==> src/design/uvsg_pkg.sv <==
// ----------------------------------------------------------------------------
// uvsg_pkg: shared constants, types and helpers for the UV sphere generator
// Fixed widths of the vertex fields, CORDIC table and register map.
// ----------------------------------------------------------------------------
package uvsg_pkg;

  localparam int SEG_W        = 11;
  localparam int RING_W       = 9;
  localparam int PHASE_W      = 32;
  localparam int Q14_W        = 16;
  localparam int POS_W        = 32;
  localparam int RAD_W        = 31;
  localparam int ADDR_W       = 5;
  localparam int DATA_W       = 32;
  localparam int PROD_W       = 32;
  localparam int RPROD_W      = 48;
  localparam int MIN_SEGMENTS = 4;
  localparam int MAX_SEGMENTS = 1024;
  localparam int RESET_SEGMENTS = 16;
  localparam int RESET_RADIUS = 65536;
  localparam int DIV_STAGES   = SEG_W + PHASE_W;
  localparam int CORDIC_STEPS = 20;
  localparam int CX_W         = 34;
  localparam int CZ_W         = 32;
  localparam int WIDE_W       = 34;

  localparam logic signed [CX_W-1:0] CORDIC_GAIN = 34'sd652032874;
  localparam logic signed [Q14_W-1:0] Q14_POS_ONE = 16'sd16384;
  localparam logic signed [Q14_W-1:0] Q14_NEG_ONE = -16'sd16384;

  // register indexes (byte address / 4)
  localparam logic [2:0] REG_SEGMENTS = 3'd0;
  localparam logic [2:0] REG_RADIUS   = 3'd1;
  localparam logic [2:0] REG_CENTER_X = 3'd2;
  localparam logic [2:0] REG_CENTER_Y = 3'd3;
  localparam logic [2:0] REG_CENTER_Z = 3'd4;

  // quadrant codes taken from the top phase bits
  localparam logic [1:0] QUAD_0 = 2'd0;
  localparam logic [1:0] QUAD_1 = 2'd1;
  localparam logic [1:0] QUAD_2 = 2'd2;
  localparam logic [1:0] QUAD_3 = 2'd3;

  typedef struct packed {
    logic vld;
    logic last;
  } ctl_t;

  // arctangent of 2^-i, one turn = 2^32
  function automatic logic signed [CZ_W-1:0] atan_turn(input int i);
    logic signed [CZ_W-1:0] r;
    case (i)
      0:       r = 32'sh20000000;
      1:       r = 32'sh12E4051E;
      2:       r = 32'sh09FB385B;
      3:       r = 32'sh051111D4;
      4:       r = 32'sh028B0D43;
      5:       r = 32'sh0145D7E1;
      6:       r = 32'sh00A2F61E;
      7:       r = 32'sh00517C55;
      8:       r = 32'sh0028BE53;
      9:       r = 32'sh00145F2F;
      10:      r = 32'sh000A2F98;
      11:      r = 32'sh000517CC;
      12:      r = 32'sh00028BE6;
      13:      r = 32'sh000145F3;
      14:      r = 32'sh0000A2FA;
      15:      r = 32'sh0000517D;
      16:      r = 32'sh000028BE;
      17:      r = 32'sh0000145F;
      18:      r = 32'sh00000A30;
      19:      r = 32'sh00000518;
      default: r = '0;
    endcase
    return r;
  endfunction

  // saturate to the Q1.14 unit range
  function automatic logic signed [Q14_W-1:0] clamp_q14(input logic signed [WIDE_W-1:0] v);
    logic signed [Q14_W-1:0] r;
    if (v > WIDE_W'(signed'(Q14_POS_ONE))) begin
      r = Q14_POS_ONE;
    end else if (v < WIDE_W'(signed'(Q14_NEG_ONE))) begin
      r = Q14_NEG_ONE;
    end else begin
      r = v[Q14_W-1:0];
    end
    return r;
  endfunction

endpackage

==> src/design/uvsg_phase.sv <==
// ----------------------------------------------------------------------------
// uvsg_phase: pipelined angle-to-phase divider
// Computes floor(k * 2^32 / p) mod 2^32 for two indexes, one quotient or
// remainder bit per stage (restoring division, 43 stages).
// ----------------------------------------------------------------------------
module uvsg_phase (
  input  logic                           clk,
  input  logic                           rst,
  input  logic                           en,
  input  uvsg_pkg::ctl_t                 in_ctl,
  input  logic [uvsg_pkg::SEG_W-1:0]     k_lon,
  input  logic [uvsg_pkg::SEG_W-1:0]     k_lat,
  input  logic [uvsg_pkg::SEG_W-1:0]     p,
  output uvsg_pkg::ctl_t                 out_ctl,
  output logic [uvsg_pkg::PHASE_W-1:0]   phase_lon,
  output logic [uvsg_pkg::PHASE_W-1:0]   phase_lat
);

  localparam int N  = uvsg_pkg::DIV_STAGES;
  localparam int KW = uvsg_pkg::SEG_W;
  localparam int QW = uvsg_pkg::PHASE_W;

  uvsg_pkg::ctl_t ctl_r [0:N-1];
  uvsg_pkg::ctl_t ctl_n [0:N-1];
  logic [KW-1:0]  k_r   [0:N-1][0:1];
  logic [KW-1:0]  k_n   [0:N-1][0:1];
  logic [KW-1:0]  rem_r [0:N-1][0:1];
  logic [KW-1:0]  rem_n [0:N-1][0:1];
  logic [QW-1:0]  quo_r [0:N-1][0:1];
  logic [QW-1:0]  quo_n [0:N-1][0:1];

  // one division step per stage: shift in the next numerator bit, trial subtract
  always_comb begin
    logic [KW-1:0] ka, ra;
    logic [QW-1:0] qa;
    logic [KW:0]   trial;
    logic [KW:0]   diff;
    logic          qb;
    for (int s = 0; s < N; s++) begin
      ctl_n[s] = (s == 0) ? in_ctl : ctl_r[s-1];
      for (int l = 0; l < 2; l++) begin
        if (s == 0) begin
          ka = (l == 0) ? k_lon : k_lat;
          ra = '0;
          qa = '0;
        end else begin
          ka = k_r[s-1][l];
          ra = rem_r[s-1][l];
          qa = quo_r[s-1][l];
        end
        trial = {ra, ka[KW-1]};
        diff  = trial - {1'b0, p};
        qb    = (trial >= {1'b0, p});
        k_n[s][l]   = {ka[KW-2:0], 1'b0};
        rem_n[s][l] = qb ? diff[KW-1:0] : trial[KW-1:0];
        quo_n[s][l] = (s >= KW) ? {qa[QW-2:0], qb} : qa;
      end
    end
  end

  // advance control with reset
  always_ff @(posedge clk) begin
    if (rst) begin
      for (int s = 0; s < N; s++) ctl_r[s] <= '0;
    end else if (en) begin
      for (int s = 0; s < N; s++) ctl_r[s] <= ctl_n[s];
    end
  end

  // advance data
  always_ff @(posedge clk) begin
    if (en) begin
      for (int s = 0; s < N; s++) begin
        for (int l = 0; l < 2; l++) begin
          k_r[s][l]   <= k_n[s][l];
          rem_r[s][l] <= rem_n[s][l];
          quo_r[s][l] <= quo_n[s][l];
        end
      end
    end
  end

  assign out_ctl   = ctl_r[N-1];
  assign phase_lon = quo_r[N-1][0];
  assign phase_lat = quo_r[N-1][1];

endmodule

==> config.mk <==
export PLATFORM = sky130hd
export DESIGN_NAME = uvsg_phase
export DESIGN_NICKNAME = d
export VERILOG_FILES = /design/src/design/uvsg_pkg.sv /design/src/design/uvsg_phase.sv
export SDC_FILE = /design/constraint.sdc
export NUM_CORES = 2
export LEC_CHECK = 0
export BUFFER_PORTS_ARGS = -buffer_cell sky130_fd_sc_hd__buf_2
export CORE_MARGIN = 3
export CORE_UTILIZATION = 35
export CTS_CLUSTER_DIAMETER = 80
export DETAILED_ROUTE_END_ITERATION = 8
export PLACE_DENSITY = 0.51
export SLEW_MARGIN = 20
export SYNTH_ARGS = -nofsm -noshare
export SYNTH_HDL_FRONTEND = slang
export SYNTH_MEMORY_MAX_BITS = 65536
export SYNTH_SLANG_ARGS = --single-unit
==> constraint.sdc <==
create_clock -name clk -period 10.15 [get_ports clk]
set_clock_uncertainty 0.1 [all_clocks]
set_input_delay 2.03 -clock clk [delete_from_list [all_inputs] [get_ports clk]]
set_output_delay 2.03 -clock clk [all_outputs]
set_load 0.005 [all_outputs]
## Yosys cells after proc, flatten, opt, wreduce, memory -nomap -nowiden

Memories as Yosys holds them, arrays and structs flattened.
Cells that the tools add are included.

- $add $sub $neg: 86
- Magnitude comparators: 86
- Mux-type cells: 135
- Bitwise logic cells: 43

Operators by type and width:

| operator | number |
|---|---|
| >= comparator 12 x 11 -> 1 bit | 84 |
| 2-to-1 mux 11 bit | 86 |
| subtractor 11 bit | 84 |
| 2-to-1 mux 2 bit | 43 |
| bitwise OR 1 bit | 43 |
| >= comparator 1 x 11 -> 1 bit | 2 |
| subtractor 1 x 11 -> 11 bit | 2 |
| 2-to-1 mux 1 bit | 6 |

- Register bits after elaboration: 0
- Bits in writable memories: 4644
- Input bits: 38
- Output and inout bits: 66
- Logic and storage cells: 354
- Memories kept: 4

Memory list:

| name | words | bits a word | rd ports | clocked after Yosys merged registers in | write ports | line | text |
|---|---|---|---|---|---|---|---|
| quo_r | 43 | 64 | 43 | 0 | 43 | uvsg_phase.sv:29 | `logic [QW-1:0] quo_r [0:N-1][0:1];` |
| rem_r | 43 | 22 | 42 | 0 | 43 | uvsg_phase.sv:27 | `logic [KW-1:0] rem_r [0:N-1][0:1];` |
| k_r | 43 | 20 | 42 | 0 | 43 | uvsg_phase.sv:25 | `logic [KW-1:0] k_r [0:N-1][0:1];` |
| ctl_r | 43 | 2 | 43 | 0 | 43 | uvsg_phase.sv:23 | `uvsg_pkg::ctl_t ctl_r [0:N-1];` |

## Logic depth before layout (Yosys ltp)

- Depth after elaboration: 4
- Depth in mapped cells: 13
- Gate-level depth less buffers: 10

## Worst setup path after synthesis

No wires, ideal clock.

- Kind: in2reg
- From: input p[0] (netlist name)
- To: memory rem_r[1][90] (netlist name), data pin
- Library setup time: 0.260 ns
- Data arrival time: 9.991 ns
- Required time: 9.790 ns
- Path slack: -0.201 ns
- Cell stages on the path: 13
- Path buffers: 4
- Cells stage by stage: buf_2 -> buf_2 -> inv_2 -> buf_4 -> clkbuf_1 -> fa_1 -> o21a_1 -> o21ai_1 -> a2111oi_1 -> o211ai_1 -> a31o_2 -> inv_6 -> mux2_2

RTL lines:

| item | line | text |
|---|---|---|
| start, declared | uvsg_phase.sv:13 | `input logic [uvsg_pkg::SEG_W-1:0] p,` |
| end, declared | uvsg_phase.sv:27 |  |

==> reports/metrics.yaml <==
placed_design:
  placed_cell_area_um2: 123000
  dp_cells: 13210
  port_buffers: 103
  dp_hpwl_um: 153000
  globalplace.congestion: 0.8256
critical_path:
  required_ns: 10.65
  worst-setup-path-type: "in2reg"
  crit_fanout: 56
  worst_ep_arrival_time_ns: 5.93
  crit_path_top_delay_cell: "buf_4"
  end_kind: "register"
  path_cells: "buf_2, buf_4, inv_8, buf_4, ha_1, ha_1, o21ai_0, a2111oi_0, a2111oi_0, o21a_1, mux2_2"
  slowest_delay_ns: 0.73
  worstSetupStartpointType: "input port"
  reg2reg_slack_ns: 6.91
yosys:
  synth_area_leader_cell: "edfxtp_1"
  yosysSeqAreaShare_pct: 55.95
  ys_async_sr_fraction_pct: 0
  synth_edf_count: 2176
  synth_top_area_share_pct: 55.95
  syn_area_um2: 116800
  yosys-top-cells-area: "edfxtp_1 (56%), ha_1 (9.9%), mux2_2 (6.6%)"
  syn_area_per_cell_um2: 13.28
  synth-main-ff-cell: "edfxtp_1"
  yosys_warnings: 0
  yosysUniqueCellTypes: 81
  syn_inst: 8796
  syn_nets: 9842
  ys_seq_elements: 2176
timing:
  setup_viol: 0
  period_share_pct: 53.53
  rsz0062_at_grt: "false"
  slew_violations: 0
  hold_viol_final: 0
  relSlewSlack_pct: 20.09
  max_slew.worst_pin.slew_ns: 1.199
  tns_ns: 0
  fmax_ghz: 0.1840
  period_minus_slack_ns: 5.434
die:
  die_area_um2: 340600
  io-pin-count: 104
  core-area_um2: 331300
  die_w_um: 583.6
  initial_core_util_pct: 35.25
  num_rows: 211
  dieHeight_um: 583.6
cts:
  cts_max_path_buffers: 4
  cts_tree: "built"
  cts_sinks: 2176
  cts.clk_slew.worst_paths_ns: 0.05
  cts_resized: 0
  cts_root_buffer: "clkbuf_16"
  htreeDepth: 5
  clk_latency_ns: 0.87
  cts_setup_buffers: 0
  cts_buffers: 267
  cts_hold_buf: 0
grt:
  grt-ovfl-total: 0
  grt_pass1_wl_um: 393000
  grt_max_degree: 173
  track_usage_pct: 14.10
  antenna_found_initial: 3
  first_global_vias: 72150
final_layout:
  n_fill_cell: 30520
  nets: 10160
  final_core_util_pct: 39.67
  fin_area_um2: 131400
  mostFrequentLayoutCells: "edfxtp_1 (2176), ha_1 (926), mux2_2 (685)"
  seqCellArea_um2: 65340
  drive_above_1_share_pct: 14.20
  fin_cells: 13690
  synthToLayoutAreaGrowth_pct: 12.55
  final_common_cell: "edfxtp_1"
  multi_input_area_um2: 49830
pwr:
  p_per_area_nw_per_um2: 310.3
  share_comb_of_total_power_pct: 41.3
  p_seq_share_pct: 35.9
  vdd.ir_drop.worst_mv: 0.1312
  internal_power_mw: 27.09
  switching_share_pct: 33.58
  p_leak_nw: 48.37
  power.switching_mw: 13.69
  clkPwrFrac_pct: 22.7
routing:
  drc: 0
  totalWireLength_um: 246100
  drt_iter0_drc: 3997
  ant_nets: 0
  wl_per_cell_um: 17.98
  dr_total_vias: 71290
  avgViaCountPerCell: 5.207
  drtPass1Iterations: 5
job:
  drv_cap: 0
status:
  status: "complete, no violations"
min_path:
  hp-class: "reg2reg"
## per-layer routing
layer / track usage [%] / share of wire (%) / up-vias
met4: 4.173 / 2.7 / 0
met3: 1.846 / 3.6 / 428
met1: 19.51 / 48 / 34870
met2: 23.04 / 46 / 1149
met5: 0 / 0 / -
li1: - / - / 34840
## synthesized netlist by cell type (all sizes together) (14+ instances only)
cell type,instances
edfxtp,2176
ha,926
mux2,705
a21oi,655
o21ai,508
nor2,381
xnor2,349
nand2,293
nor2b,264
inv,256
o21a,212
xor2,166
nor3,146
nand4,142
a21o,130
and2,127
o21bai,121
nand3,109
mux2i,108
buf,100
o31a,100
a211oi,92
nand2b,86
fa,82
o211ai,45
a2111oi,41
a31oi,40
or3,35
or2,32
o2111ai,30
or4,30
clkbuf,27
a211o,25
o31ai,25
o311ai,21
and3,20
a21boi,19
o311a,18
a2111o,17
nand3b,15
nor3b,15
o22ai,14
## worst max-delay path: cells and delay by family
kind | cells | cell delay (ns)
buf+inv | 4 | 1.53
compound gates | 4 | 1.32
fa+ha+maj | 2 | 0.55
mux | 1 | 0.39
## area by class of cell
cell class | instances | area share (%)
diodes | 3 | 0.005712
clock buffers | 337 | 5.396
clock inverters | 136 | 1.012
inverters | 256 | 0.7634
multi-input cells | 6237 | 37.91
flip-flops and latches | 2176 | 49.71
well taps | 4366 | 4.156
repair buffers | 180 | 1.044
## through the flow
stage               hold slack (ns)  total power [mW]  worst slack, ns
detailed placement           0.3045             31.51            3.753
finish                       0.2982             40.78            4.716
floorplan                    0.3003             27.76            1.870
global route                 0.3067             43.76            4.330
CTS                          0.2906             41.22            4.705
global placement             0.3003             31.23            3.698
## worst paths after layout
| kind | from | endpoint | cells past startpoint |
|---|---|---|---|
| min | quo_r[1][460] | quo_r[1][525] | 0 |
| max reg2reg | k_r[0][59] | rem_r[0][82] | 10 |
| min reg2reg | quo_r[1][460] | quo_r[1][525] | 0 |
| max | p[1] | rem_r[0][305] | 11 |
## power by group through the flow
stage	clock network (mW)	registers (mW)	logic, mW
2_1_floorplan	0	14.1	13.6
3_3_place_gp	0	14.9	16.3
3_5_place_dp	0	14.8	16.7
4_1_cts	9.68	14.7	16.9
5_1_grt	10.0	14.9	18.9
6_report	9.26	14.7	16.9
## logic make-up after synthesis
kind of cell,count (synthesis),synth area share [%]
buffers and inverters,383,1.399
flip-flops,2176,55.95
multiplexers,813,7.762
AO/OA/AOI/OAI,2168,11.97
XOR/XNOR,515,3.862
AND/OR/NAND/NOR,1733,7.731
adder cells (fa/ha/maj),1008,11.33
## state kept, by name, summed over array words and instances (netlist names)
name / cells
quo_r: 1056
k_r: 110
ctl_r: 86
rem_r: 924
No activity file was read; power rests on OpenSTA's default activity.
